$ cat config.mk
export PLATFORM = sky130hd
export DESIGN_NAME = bisection_index_order_top
export DESIGN_NICKNAME = d
export VERILOG_FILES = /design/src/rtl/bio_pkg.sv /design/src/rtl/bio_front.sv /design/src/rtl/bio_queue.sv /design/src/rtl/bio_engine.sv /design/src/rtl/bisection_index_order_top.sv
export SDC_FILE = /design/constraint.sdc
export NUM_CORES = 1
export LEC_CHECK = 0
export BUFFER_PORTS_ARGS = -buffer_cell sky130_fd_sc_hd__buf_4
export CORE_AREA = 10 10 386 201
export DETAILED_ROUTE_END_ITERATION = 16
export DIE_AREA = 0 0 396 211
export SLEW_MARGIN = 20
export SYNTH_ARGS = -nofsm -noshare
export SYNTH_HDL_FRONTEND = slang
export SYNTH_SLANG_ARGS = --single-unit
$ cat constraint.sdc
create_clock -name clock -period 9.7 [get_ports clock]
set_input_delay 0.97 -clock clock [delete_from_list [all_inputs] [get_ports clock]]
set_output_delay 0.97 -clock clock [all_outputs]
set_load 0.005 [all_outputs]
$ cat src/rtl/bio_pkg.sv
// ----------------------------------------------------------------------------
// bio_pkg: shared types and constants of the bisection index order block
// Holds the widths, the interval FIFO geometry, the command record passed
// from the front end to the command queue and the engine state encoding.
// ----------------------------------------------------------------------------
package bio_pkg;

   localparam int MAX_COUNT   = 64;
   localparam int COUNT_W     = 7;
   localparam int INDEX_W     = 6;
   localparam int FIFO_DEPTH  = 64;
   localparam int FIFO_PTR_W  = $clog2(FIFO_DEPTH);
   localparam int FIFO_FILL_W = FIFO_PTR_W + 1;
   localparam int CMD_DEPTH   = 2;
   localparam int CMD_PTR_W   = 1;
   localparam int CMD_CNT_W   = 2;

   typedef struct packed {
      logic [INDEX_W-1:0] hi;
      logic [INDEX_W-1:0] lo;
   } interval_type;

   typedef struct packed {
      logic               valid;
      logic [COUNT_W-1:0] count;
   } cmd_type;

   typedef enum logic [2:0] {
      ENG_IDLE,
      ENG_FIRST,
      ENG_SECOND,
      ENG_POP,
      ENG_PROC,
      ENG_PUSH2
   } eng_state_type;

endpackage

$ cat src/rtl/bio_front.sv
// ----------------------------------------------------------------------------
// bio_front: command front end
// Accepts an item, saturates its count and drops counts of zero, which
// produce no results, before they reach the command queue.
// ----------------------------------------------------------------------------
module bio_front #(
   parameter int MAX_COUNT = bio_pkg::MAX_COUNT
) (
   input  logic                         start,
   input  logic                         full,
   input  logic [bio_pkg::COUNT_W-1:0]  req_count,
   output logic                         busy,
   output bio_pkg::cmd_type             push
);

   localparam logic [bio_pkg::COUNT_W-1:0] MaxCount = bio_pkg::COUNT_W'(MAX_COUNT);

   logic [bio_pkg::COUNT_W-1:0] sat_count;

   always_comb begin
      sat_count  = (req_count > MaxCount) ? MaxCount : req_count;
      busy       = full;
      // An accepted item with a zero count is consumed here and goes no further.
      push.valid = start && !full && (sat_count != '0);
      push.count = sat_count;
   end

endmodule

$ cat src/rtl/bio_queue.sv
// ----------------------------------------------------------------------------
// bio_queue: command queue
// A two-entry queue of saturated counts between the front end and the
// engine, so that a new item can be taken while a run is in progress.
// ----------------------------------------------------------------------------
module bio_queue (
   input  logic              clock,
   input  logic              reset,
   input  bio_pkg::cmd_type  push,
   input  logic              pop,
   output bio_pkg::cmd_type  head,
   output logic              full
);

   logic [bio_pkg::COUNT_W-1:0]   entry_ff [bio_pkg::CMD_DEPTH];
   logic [bio_pkg::CMD_PTR_W-1:0] wr_ptr_ff, wr_ptr_in;
   logic [bio_pkg::CMD_PTR_W-1:0] rd_ptr_ff, rd_ptr_in;
   logic [bio_pkg::CMD_CNT_W-1:0] cnt_ff, cnt_in;
   logic                          do_push, do_pop;

   always_comb begin
      full       = (cnt_ff == bio_pkg::CMD_CNT_W'(bio_pkg::CMD_DEPTH));
      head.valid = (cnt_ff != '0);
      head.count = entry_ff[rd_ptr_ff];
      do_push    = push.valid && !full;
      do_pop     = pop && head.valid;
      wr_ptr_in  = do_push ? wr_ptr_ff + 1'b1 : wr_ptr_ff;
      rd_ptr_in  = do_pop ? rd_ptr_ff + 1'b1 : rd_ptr_ff;
      cnt_in     = cnt_ff;
      if (do_push && !do_pop) begin
         cnt_in = cnt_ff + 1'b1;
      end else if (do_pop && !do_push) begin
         cnt_in = cnt_ff - 1'b1;
      end
   end

   always_ff @(posedge clock) begin
      if (reset) begin
         wr_ptr_ff <= '0;
         rd_ptr_ff <= '0;
         cnt_ff    <= '0;
      end else begin
         wr_ptr_ff <= wr_ptr_in;
         rd_ptr_ff <= rd_ptr_in;
         cnt_ff    <= cnt_in;
      end
   end

   always_ff @(posedge clock) begin
      if (do_push) begin
         entry_ff[wr_ptr_ff] <= push.count;
      end
   end

endmodule

$ cat src/rtl/bio_engine.sv
// ----------------------------------------------------------------------------
// bio_engine: bisection engine
// Runs one count at a time: emits the two end points, then walks the
// inner interval breadth first through an interval FIFO held in memory.
// ----------------------------------------------------------------------------
module bio_engine (
   input  logic                         clock,
   input  logic                         reset,
   input  bio_pkg::cmd_type             cmd,
   output logic                         cmd_pop,
   output logic                         rsp_strobe,
   output logic [bio_pkg::INDEX_W-1:0]  rsp_index,
   output logic                         rsp_last
);

   localparam int IW = bio_pkg::INDEX_W;
   localparam int CW = bio_pkg::COUNT_W;
   localparam int PW = bio_pkg::FIFO_PTR_W;
   localparam int FW = bio_pkg::FIFO_FILL_W;

   bio_pkg::eng_state_type state_ff, state_in;
   logic [CW-1:0]          count_ff, count_in;
   logic [IW-1:0]          emitted_ff, emitted_in;
   logic [PW-1:0]          head_ff, head_in, tail_ff, tail_in;
   logic [FW-1:0]          fill_ff, fill_in;
   bio_pkg::interval_type  push2_ff, push2_in;
   bio_pkg::interval_type  rd_data_ff;
   bio_pkg::interval_type  mem [bio_pkg::FIFO_DEPTH];
   logic                   strobe_ff, strobe_in, last_ff, last_in;
   logic [IW-1:0]          index_ff, index_in;

   logic                   rd_en, wr_en;
   bio_pkg::interval_type  wr_data;
   logic [IW:0]            mid_sum;
   logic [IW-1:0]          mid;
   logic                   at_last;

   assign rsp_strobe = strobe_ff;
   assign rsp_index  = index_ff;
   assign rsp_last   = last_ff;

   always_comb begin
      state_in   = state_ff;
      count_in   = count_ff;
      emitted_in = emitted_ff;
      head_in    = head_ff;
      tail_in    = tail_ff;
      fill_in    = fill_ff;
      push2_in   = push2_ff;
      strobe_in  = 1'b0;
      index_in   = index_ff;
      last_in    = 1'b0;
      cmd_pop    = 1'b0;
      rd_en      = 1'b0;
      wr_en      = 1'b0;
      wr_data    = push2_ff;
      mid_sum    = {1'b0, rd_data_ff.lo} + {1'b0, rd_data_ff.hi};
      mid        = mid_sum[IW:1];
      at_last    = ({1'b0, emitted_ff} == (count_ff - 1'b1));

      unique case (state_ff)
         bio_pkg::ENG_IDLE: begin
            if (cmd.valid) begin
               cmd_pop    = 1'b1;
               count_in   = cmd.count;
               emitted_in = '0;
               state_in   = bio_pkg::ENG_FIRST;
            end
         end
         bio_pkg::ENG_FIRST: begin
            strobe_in  = 1'b1;
            index_in   = '0;
            last_in    = at_last;
            emitted_in = emitted_ff + 1'b1;
            state_in   = at_last ? bio_pkg::ENG_IDLE : bio_pkg::ENG_SECOND;
         end
         bio_pkg::ENG_SECOND: begin
            strobe_in  = 1'b1;
            index_in   = IW'(count_ff - 1'b1);
            last_in    = at_last;
            emitted_in = emitted_ff + 1'b1;
            if (at_last) begin
               state_in = bio_pkg::ENG_IDLE;
            end else begin
               wr_en      = 1'b1;
               wr_data.lo = IW'(1);
               wr_data.hi = IW'(count_ff - 2'd2);
               state_in   = bio_pkg::ENG_POP;
            end
         end
         bio_pkg::ENG_POP: begin
            if (fill_ff == '0) begin
               state_in = bio_pkg::ENG_IDLE;
            end else begin
               rd_en    = 1'b1;
               head_in  = head_ff + 1'b1;
               fill_in  = fill_ff - 1'b1;
               state_in = bio_pkg::ENG_PROC;
            end
         end
         bio_pkg::ENG_PROC: begin
            strobe_in  = 1'b1;
            last_in    = at_last;
            emitted_in = emitted_ff + 1'b1;
            state_in   = bio_pkg::ENG_POP;
            if (rd_data_ff.lo >= rd_data_ff.hi) begin
               index_in = rd_data_ff.lo;
            end else if ({1'b0, rd_data_ff.lo} + 1'b1 == {1'b0, rd_data_ff.hi}) begin
               // Two-element interval: emit the low end, queue the high end alone.
               index_in   = rd_data_ff.lo;
               wr_en      = 1'b1;
               wr_data.lo = rd_data_ff.hi;
               wr_data.hi = rd_data_ff.hi;
            end else begin
               index_in    = mid;
               wr_en       = 1'b1;
               wr_data.lo  = rd_data_ff.lo;
               wr_data.hi  = mid - 1'b1;
               push2_in.lo = mid + 1'b1;
               push2_in.hi = rd_data_ff.hi;
               state_in    = bio_pkg::ENG_PUSH2;
            end
         end
         bio_pkg::ENG_PUSH2: begin
            wr_en    = 1'b1;
            wr_data  = push2_ff;
            state_in = bio_pkg::ENG_POP;
         end
         default: begin
            state_in = bio_pkg::ENG_IDLE;
         end
      endcase

      // A push onto a full FIFO is dropped.
      if (wr_en && (fill_ff == FW'(bio_pkg::FIFO_DEPTH))) begin
         wr_en = 1'b0;
      end
      if (wr_en) begin
         tail_in = tail_ff + 1'b1;
         fill_in = fill_ff + 1'b1;
      end
   end

   always_ff @(posedge clock) begin
      if (reset) begin
         state_ff  <= bio_pkg::ENG_IDLE;
         head_ff   <= '0;
         tail_ff   <= '0;
         fill_ff   <= '0;
         strobe_ff <= 1'b0;
      end else begin
         state_ff  <= state_in;
         head_ff   <= head_in;
         tail_ff   <= tail_in;
         fill_ff   <= fill_in;
         strobe_ff <= strobe_in;
      end
   end

   always_ff @(posedge clock) begin
      count_ff   <= count_in;
      emitted_ff <= emitted_in;
      push2_ff   <= push2_in;
      index_ff   <= index_in;
      last_ff    <= last_in;
   end

   always_ff @(posedge clock) begin
      if (wr_en) begin
         mem[tail_ff] <= wr_data;
      end
      if (rd_en) begin
         rd_data_ff <= mem[head_ff];
      end
   end

endmodule

$ cat src/rtl/bisection_index_order_top.sv
// ----------------------------------------------------------------------------
// bisection_index_order_top: breadth-first bisection index order
// Takes a count n and produces the indices 0..n-1 in coarse-to-fine
// bisection order, one result item per index, the last one flagged.
// ----------------------------------------------------------------------------
//
//  Channel   Ports                          Handshake
//  --------  -----------------------------  ----------------------------------
//  request   req_count                      taken when start high, busy low
//  response  rsp_index, rsp_last            valid for one cycle on rsp_strobe
//
// An item with count n yields n result items; a count above MAX_COUNT is
// treated as MAX_COUNT and a count of zero yields nothing.
// The engine emits each end point from a state of its own, then passes each
// inner index through a pop and a process state, with a further push state
// when the interval is split in two, because the interval FIFO memory has a
// single write port and a registered read.
// Synchronous reset returns the queue and the engine to idle; the interval
// memory is not cleared, as every entry is written before it is read.
// The receiver cannot stall results; busy rises only when the two-entry
// command queue is full, so an item can be taken while a run is active.
//
module bisection_index_order_top #(
   parameter int MAX_COUNT = bio_pkg::MAX_COUNT
) (
   input  logic                         clock,
   input  logic                         reset,
   input  logic                         start,
   output logic                         busy,
   input  logic [bio_pkg::COUNT_W-1:0]  req_count,
   output logic                         rsp_strobe,
   output logic [bio_pkg::INDEX_W-1:0]  rsp_index,
   output logic                         rsp_last
);

   bio_pkg::cmd_type push;
   bio_pkg::cmd_type head;
   logic             full;
   logic             cmd_pop;

   // The front end saturates the count and filters out empty runs.
   bio_front #(
      .MAX_COUNT (MAX_COUNT)
   ) u_front (
      .start     (start),
      .full      (full),
      .req_count (req_count),
      .busy      (busy),
      .push      (push)
   );

   // Commands wait here while the engine finishes the current run.
   bio_queue u_queue (
      .clock (clock),
      .reset (reset),
      .push  (push),
      .pop   (cmd_pop),
      .head  (head),
      .full  (full)
   );

   // The engine produces one run of indices per command.
   bio_engine u_engine (
      .clock      (clock),
      .reset      (reset),
      .cmd        (head),
      .cmd_pop    (cmd_pop),
      .rsp_strobe (rsp_strobe),
      .rsp_index  (rsp_index),
      .rsp_last   (rsp_last)
   );

endmodule

==> impl_results.md, run 1 <==
* Initial DRC count at 1,840
* CTS tree: done
* Via count at 16,604
* GR Util All Layers at 19.0%
* Largest net degree at the start of global routing at 90
* Setup Buffers After CTS at 0
* Worst path cell trace: inv_1, ha_1, or3b_1, nor4_1, a2111oi_2, and2_1, a21oi_4, nand4b_1, nor2_1
* Yosys warnings at 0
* Clock transition at path regs at 0.06 ns
* Post-synth ARST share at 0%
* Post-synth top area share at 72.0%
* Total length of routed wires at 78,800 µm
* Primary FF master, synth: edfxtp_1
* Max-Cap Viols at 0
* Die Width at 396 µm
* Slew of the pin with the lowest slew margin at 1.16 ns
* CP max stage cell: nor2_1
* Crit path kind: reg -> reg
* Vias in the first global route at 16,503
* RSZ-0062 raised after global routing: false
* Cells after synthesis at 1,673
* Worst Path Max Fanout at 23
* Post-synthesis register bit count at 853
* Setup Total Neg Slack at 0 ns
* Outcome: finished clean
* Die Y at 211 µm
* VDD IR max at 131 µV
* Final nets at 1,744
* # fillers at 5,306
* EDFF count, synth at 825
* Mapped Nets at 1,713
* Mean Syn Cell Area at 20.6 µm²
* Pre-CTS WS at 4.38 ns
* Antenna violations before repair at 8
* Largest area contributor in the netlist: edfxtp_1
* Fmax at 188 MHz
* Residual DRC count at 0
* Drt first pass iters at 5
* Core box area at 70,500 µm²
* Seq/Total Area, Yosys at 73.6%
* PostCTS Resize Cnt at 0
* Hold crit path type: reg -> reg
* Layout cells sized above 1 at 27.0%
* Setup Skew at 0.0177 ns
* I/O pins at 19
* Routed WL per cell at 29.0 µm
* Post-synth top cells: 825 x edfxtp_1, 247 x mux4_2, 110 x nor2_1
* Antenna Nets Post-Route at 0
* Placed cells at 2,584
* Final setup violation count at 0
* Remaining Overflow, GRT at 0
* Rows at 69
* Crit path launch type: register
* Design area at 38,300 µm²
* Post-Syn Area at 34,400 µm²
* CP required at 9.93 ns
* Slew Limit Fails at 0
* Crit path largest cell delay at 1.21 ns
* Final min period at 5.32 ns
* First-pass GRT wire length at 116,000 µm
* Fin crit share at 54.9%
* CTS buffer count at 75
* Most numerous cell in the Yosys netlist: edfxtp_1
* Slew HR at 22.0%
* Final Non-Filler Cells at 2,719
* Clock latency on the worst-skew pair at 0.63 ns
* Root Buffer: clkbuf_16
* GPL Wtd Cong at 0.815
* Crit. End Element: register
* Max clock buf depth at 3
* Placed inst area at 35,800 µm²
* PD cells at 219 nW/µm²
* Clock Sinks at 853
* H-tree depth at 3
* Leak at 11.5 nW
* Hold_buf cts at 0
* Initial Utilization at 48.8%
* Hpwl dp at 48,900 µm
* Number of library cell types mapped by synthesis at 62
* Port bufs at 18
* Final hold violation count at 0
* Die area at 83,600 µm²
* P&R area growth vs syn at 11.1%
* Setup ws final at 4.38 ns
* Worst path arrival time at 5.56 ns
* Via density per instance at 6.11
* Cells taking the most area after synthesis: edfxtp_1 72%, mux4_2 16%, dfxtp_1 1.6%, nor2_1 1.2%, ha_1 1.0%
## registers in the layout (all words and copies together), names as in the netlist
signal / count
u_engine.mem: 768
u_queue.entry_ff: 14
u_engine.push2_ff: 12
u_engine.rd_data_ff: 12
u_engine.count_ff: 7
u_engine.fill_ff: 7
u_engine.emitted_ff: 6
u_engine.head_ff: 6
u_engine.rsp_index: 6
u_engine.tail_ff: 6
u_engine.state_ff: 3
u_queue.cnt_ff: 2
u_engine.rsp_last: 1
u_engine.rsp_strobe: 1
u_queue.rd_ptr_ff: 1
u_queue.wr_ptr_ff: 1
## area by class of cell
| class | instances | area [µm²] | area share [%] |
|---|---|---|---|
| inverter | 29 | 109 | 0.285 |
| clock buffer | 97 | 2040 | 5.34 |
| timing repair buffer | 51 | 395 | 1.03 |
| multi-input combinational | 694 | 8810 | 23.0 |
| sequential | 853 | 25300 | 66.3 |
| tap | 958 | 1200 | 3.13 |
| clock inverter | 34 | 339 | 0.886 |
| antenna | 3 | 7.51 | 0.0196 |
## final timing paths
check                                   startpoint                                to  slack (ns)  cells after the start
setup / recovery    u_engine.count_ff[0]$_DFFE_PP_     u_engine.mem[27][7]$_DFFE_PP_        4.38                      9
setup reg to reg    u_engine.count_ff[0]$_DFFE_PP_     u_engine.mem[27][7]$_DFFE_PP_        4.38                      9
hold / removal    u_engine.fill_ff[5]$_SDFFE_PP0P_  u_engine.fill_ff[5]$_SDFFE_PP0P_        0.50                      2
hold reg to reg   u_engine.fill_ff[5]$_SDFFE_PP0P_  u_engine.fill_ff[5]$_SDFFE_PP0P_        0.50                      2
## critical path, delay by kind of cell (launching register included)
family | cells | cell delay (ns)
adders and majority gates | 1 | 0.31
buffers and inverters | 1 | 0.17
AOI/OAI and AO/OA | 2 | 0.70
DFF | 1 | 0.51
and+or+nand+nor | 5 | 3.25
## layout by cell type, fill, tap and decap left out, types with 8 or more instances in the layout
cell type	instances
edfxtp_1	825
mux4_2	247
clkbuf_16	78
nor2_1	77
buf_4	50
nor2_2	33
xnor2_1	31
inv_1	28
ha_1	28
a21oi_1	24
dfxtp_1	24
nand3_1	23
mux2i_1	22
nand2_1	19
nor2b_1	18
xor2_1	17
clkbuf_1	17
clkinv_2	11
nor3_1	10
clkinv_1	10
mux2_2	9
o22ai_1	8
## power breakdown
group / switching, W / leakage (nW) / internal [W]
clock: 0.00130 / 1.16 / 0.00165
combinational: 0.000664 / 2.67 / 0.000346
sequential: 0.0000962 / 7.67 / 0.00434
## layer usage
layer | track usage (%) | part of all wire, % | vias up
met5 | 0 | 0 | -
met4 | 5.01 | 2.2 | 0
met3 | 6.52 | 10 | 112
met2 | 26.7 | 43 | 742
met1 | 28.0 | 44 | 8791
li1 | - | - | 6959
## logic make-up (layout without fill, tap and decap cells)
kind of cell             count (synthesis)  count (layout)  synth area share, %
adder cells (fa/ha/maj)                 30              30                 1.13
other                                    0               3                    0
buffers and inverters                  126             211                 1.45
AO/OA/AOI/OAI                           98              98                 1.98
flip-flops                             853             853                 73.6
AND/OR/NAND/NOR                        239             239                 3.46
XOR/XNOR                                49              49                 1.29
multiplexers                           278             278                 17.1
## through the flow
stage / hold WS [ns] / utilization [%] / power [W]
after CTS: 0.508 / 54.1 / 0.00846
after global placement: 0.487 / 50.7 / 0.00549
after global routing: 0.522 / 54.2 / 0.00870
after floorplan: 0.468 / - / 0.00514
after detailed placement: 0.499 / 50.7 / 0.00554
final: 0.503 / 54.2 / 0.00839
Power figures use the tool's default switching activity.
==> run 2, diff against run 1 <==
--- a/config.mk
+++ b/config.mk
@@ -5,10 +5,11 @@
 export SDC_FILE = /design/constraint.sdc
 export NUM_CORES = 1
 export LEC_CHECK = 0
+export ABC_AREA = 1
 export BUFFER_PORTS_ARGS = -buffer_cell sky130_fd_sc_hd__buf_4
-export CORE_AREA = 10 10 386 201
+export CORE_AREA = 10 10 390 203
 export DETAILED_ROUTE_END_ITERATION = 16
-export DIE_AREA = 0 0 396 211
+export DIE_AREA = 0 0 400 213
 export SLEW_MARGIN = 20
 export SYNTH_ARGS = -nofsm -noshare
 export SYNTH_HDL_FRONTEND = slang
==> constraint.sdc (replaced) <==
create_clock -name clock -period 5.2 [get_ports clock]
set_input_delay 0.52 -clock clock [delete_from_list [all_inputs] [get_ports clock]]
set_output_delay 0.52 -clock clock [all_outputs]
set_load 0.005 [all_outputs]
==> run 2 against run 1 <==
Setup slack worse by 3.3 ns. Power up 100%. Register-to-register slack got worse by 3.3 ns. Utilization decreased by 0.63 points. Fmax up 30%. Global-route usage increased by 4.5 points. Sequential power rose by 92%. Sequential share of layout area fell by 0.83 points. Flip-flop and latch count stayed put. Via count increased by 43%. Critical endpoint is now u_engine.mem[40][3]$_DFFE_PP_. Clock skew up 0.0016 ns. Clock-buffer cell count is 1 higher.
==> impl_results.md, run 2 <==
* Outcome: finished clean
* Port bufs at 18 (unchanged)
* Vias in the first global route at 21,748 (+32%)
* Via density per instance at 6.19 (+1.4%)
* Setup Buffers After CTS at 0 (unchanged)
* CTS buffer count at 74 (-1.3%)
* Via count at 23,718 (+43%)
* Switching fraction of total power at 29.7% (+5.1 points)
* Slew of the pin with the lowest slew margin at 1.10 ns (-0.0661 ns)
* Post-synth top area share at 70.8% (-1.2 points)
* Hold crit path type: in -> reg
* Die Y at 213 µm (+0.95%)
* Worst path arrival time at 4.37 ns (-1.19 ns)
* Core box area at 72,300 µm² (+2.4%)
* # fillers at 6,045 (+14%)
* Fin crit share at 78.8% (+24 points)
* Initial Utilization at 48.4% (-0.36 points)
* Final setup violation count at 0 (unchanged)
* Worst Path Buf+Inv at 3 (+2)
* Crit path kind: reg -> reg
* Crit. End Element: register
* CP max stage cell: nor2_1
* Die area at 85,200 µm² (+2.0%)
* P&R area growth vs syn at 10.6%
* Largest area contributor in the netlist: edfxtp_1
* CTS tree: done
* Hold_buf cts at 0 (unchanged)
* Worst Path Max Fanout at 17 (-26%)
* Commonest non-fill, non-tap cell in the layout: edfxtp_1
* Antenna Nets Post-Route at 0 (unchanged)
* Launch point of the worst reg-to-reg path: u_engine.rd_data_ff[0]$_DFFE_PP_
* Mean Syn Cell Area at 12.4 µm² (-40%)
* Top Registers: u_engine.mem (768), u_queue.entry_ff (14)
* Clock Sinks at 853 (unchanged)
* Max reg flops at 768 (unchanged)
* Primary FF master, synth: edfxtp_1
* Fmax at 244 MHz (+30%)
* Largest Register: u_engine.mem
* PD cells at 443 nW/µm² (+100%)
* H-tree depth at 3 (unchanged)
* Remaining Overflow, GRT at 0 (unchanged)
* Clock transition at path regs at 0.07 ns (about the same)
* Final nets at 2,848 (+63%)
* Root Buffer: clkbuf_16
* Initial DRC count at 3,499 (+90%)
* CP required at 5.47 ns (-4.46 ns)
* Slew HR at 26.5% (+4.5 points)
* Post-synth ARST share at 0% (unchanged)
* Cells after synthesis at 2,817 (+68%)
* Antenna violations before repair at 2 (-6)
* Mapped Nets at 2,857 (+67%)
* Final min period at 4.10 ns (-1.23 ns)
* Setup Skew at 0.0193 ns (+0.00161 ns)
* Internal power at 0.0121 W (+91%)
* EDFF count, synth at 825 (unchanged)
* PostCTS Resize Cnt at 0 (unchanged)
* Most frequent cells in the layout: 825 x edfxtp_1, 498 x nor2_1, 407 x o21ai_0
* Seq/Total Area, Yosys at 72.4% (-1.2 points)
* Layout cells sized above 1 at 8.39% (-19 points)
* FF/Latch Area at 25,300 µm² (about the same)
* Flop pwr share at 49.4% (-3.4 points)
* Cells taking the most area after synthesis: edfxtp_1 71%, o21ai_0 5.9%, nor2_1 5.5%, nand2_1 2.6%, o22ai_1 2.2%
* CP dominant cell by count: nor2_1
* Clock latency on the worst-skew pair at 0.64 ns (about the same)
* Worst path cell trace: inv_1, ha_1, nor2_1, nor2_1, o21ai_0, nand2_1, o21ai_0, inv_1, nand2_4, nand2_4, inv_4, nand4_2, nor2_1
* Most numerous cell in the Yosys netlist: edfxtp_1
* Max clock buf depth at 3 (unchanged)
* Number of library cell types mapped by synthesis at 47 (-24%)
* Leak at 12.8 nW (+12%)
* Slew Limit Fails at 0 (unchanged)
* Reg2reg setup slack at 1.10 ns (-3.27 ns)
* Post-synth top cells: 825 x edfxtp_1, 510 x nor2_1, 412 x o21ai_0
* Pwr Total at 0.0172 W (+100%)
* Yosys warnings at 0 (unchanged)
* FF-to-FF End: u_engine.mem[40][3]$_DFFE_PP_
* Max-Cap Viols at 0 (unchanged)
* Crit path launch type: register
* GR Util All Layers at 23.4% (+4.5 points)
* Antenna cells at 0 (-3)
* Part of the power in combinational logic at 18.9% (+6.9 points)
* WHS Endpoint: u_queue.entry_ff[1][6]$_DFFE_PP_
* Drt first pass iters at 6 (+1)
* Family with the most delay on the worst path: simple AND/OR/NAND/NOR gates
* Worst R2R Path Depth at 13 (+4)
* Post-synthesis register bit count at 853 (unchanged)
* Startpoint of the worst hold path: req_count[6]
* Crit path largest cell delay at 0.96 ns (-0.25 ns)
* Routed WL per cell at 26.3 µm (-9.2%)
* Post-Syn Area at 35,000 µm² (+1.7%)
* Largest net degree at the start of global routing at 195 (+120%)
* RSZ-0062 raised after global routing: false
* VDD IR max at 376 µV (+190%)
* I/O pins at 19 (unchanged)
* Footprint of the multi-input gates at 8710 µm² (-1.1%)
* Total length of routed wires at 101,000 µm (+28%)
* NetSw at 0.00509 W (+150%)
* Final hold violation count at 0 (unchanged)
* Setup Total Neg Slack at 0 ns (unchanged)
* First-pass GRT wire length at 148,000 µm (+28%)
* GPL Wtd Cong at 0.979 (+20%)
* Depth of the worst hold-timing path at 1 (-1)
* Clock Power Share at 31.7% (-3.5 points)
* Die Width at 400 µm (+1.0%)
* Rows at 70 (+1.4%)
* Hpwl dp at 61,200 µm (+25%)
* Residual DRC count at 0 (unchanged)
[run 2: cell count changes in the layout (fill, tap and decap cells not counted), moves of 19 or more]
cell	delta
buf_4	+27
inv_1	+67
mux2i_1	-22
mux4_2	-247
nand2_1	+217
nand3_1	+91
nand4_1	+40
nor2_1	+421
nor2_2	-19
o21ai_0	+400
o221ai_1	+77
o22ai_1	+117
xnor2_1	-27
[run 2: power by group through the flow]
stage               Clock [W]  Combinational (W)  Sequential, W
detailed placement          0            0.00319        0.00863
finish                0.00544            0.00324        0.00849
global placement            0            0.00314        0.00862
floorplan                   0            0.00186        0.00862
CTS                   0.00552            0.00319        0.00848
global route          0.00580            0.00353        0.00851
[run 2: worst max-delay path by stage]
stage,start,to,slack (ns),cells after the start
after floorplan,u_engine.rd_data_ff[2]$_DFFE_PP_,u_engine.mem[0][1]$_DFFE_PP_,0.30,9
after global placement,u_engine.rd_data_ff[0]$_DFFE_PP_,u_engine.mem[44][3]$_DFFE_PP_,1.23,13
after detailed placement,u_engine.rd_data_ff[5]$_DFFE_PP_,u_engine.mem[44][6]$_DFFE_PP_,1.13,13
after CTS,u_engine.rd_data_ff[5]$_DFFE_PP_,u_engine.mem[44][6]$_DFFE_PP_,1.12,13
after global routing,u_engine.rd_data_ff[5]$_DFFE_PP_,u_engine.mem[40][10]$_DFFE_PP_,0.80,13
final,u_engine.rd_data_ff[0]$_DFFE_PP_,u_engine.mem[40][3]$_DFFE_PP_,1.10,13
[run 2: final cells by class]
| cell class | instances | area share (%) |
|---|---|---|
| sequential | 853 | 65.4 |
| multi-input combinational | 1690 | 22.5 |
| clock buffer | 98 | 5.20 |
| tap | 972 | 3.14 |
| timing repair buffer | 86 | 1.96 |
| inverter | 103 | 1.04 |
| clock inverter | 30 | 0.720 |
[run 2: metal layers]
metal,vias up,part of all wire [%],wire (µm),GRT usage [%]
li1,10357,-,-,-
met1,11844,47,47100,37.6
met2,1379,39,39600,30.2
met3,138,12,12400,7.21
met4,0,1.8,1770,5.01
met5,-,0,0,0
[run 2: logic make-up (layout without fill, tap and decap cells)]
| family | after synthesis | after routing | synth area share [%] |
|---|---|---|---|
| flops | 853 | 853 | 72.4 |
| buf+inv | 274 | 317 | 3.13 |
| fa+ha+maj | 30 | 30 | 1.12 |
| compound gates | 692 | 692 | 11.4 |
| xor+xnor | 25 | 25 | 0.625 |
| simple gates | 943 | 943 | 11.4 |
[run 2: through the flow]
stage / area [µm²] / hold WS [ns] / utilization, % / std cells / worst slack (ns)
after floorplan: 35000 / 0.454 / - / 2817 / 0.301
after global placement: 36400 / 0.466 / 50.4 / 3704 / 1.23
after detailed placement: 36400 / 0.480 / 50.4 / 3704 / 1.13
after CTS: 38700 / 0.0780 / 53.6 / 3832 / 1.12
after global routing: 38700 / 0.104 / 53.6 / 3832 / 0.802
final: 38700 / 0.122 / 53.6 / 3832 / 1.10
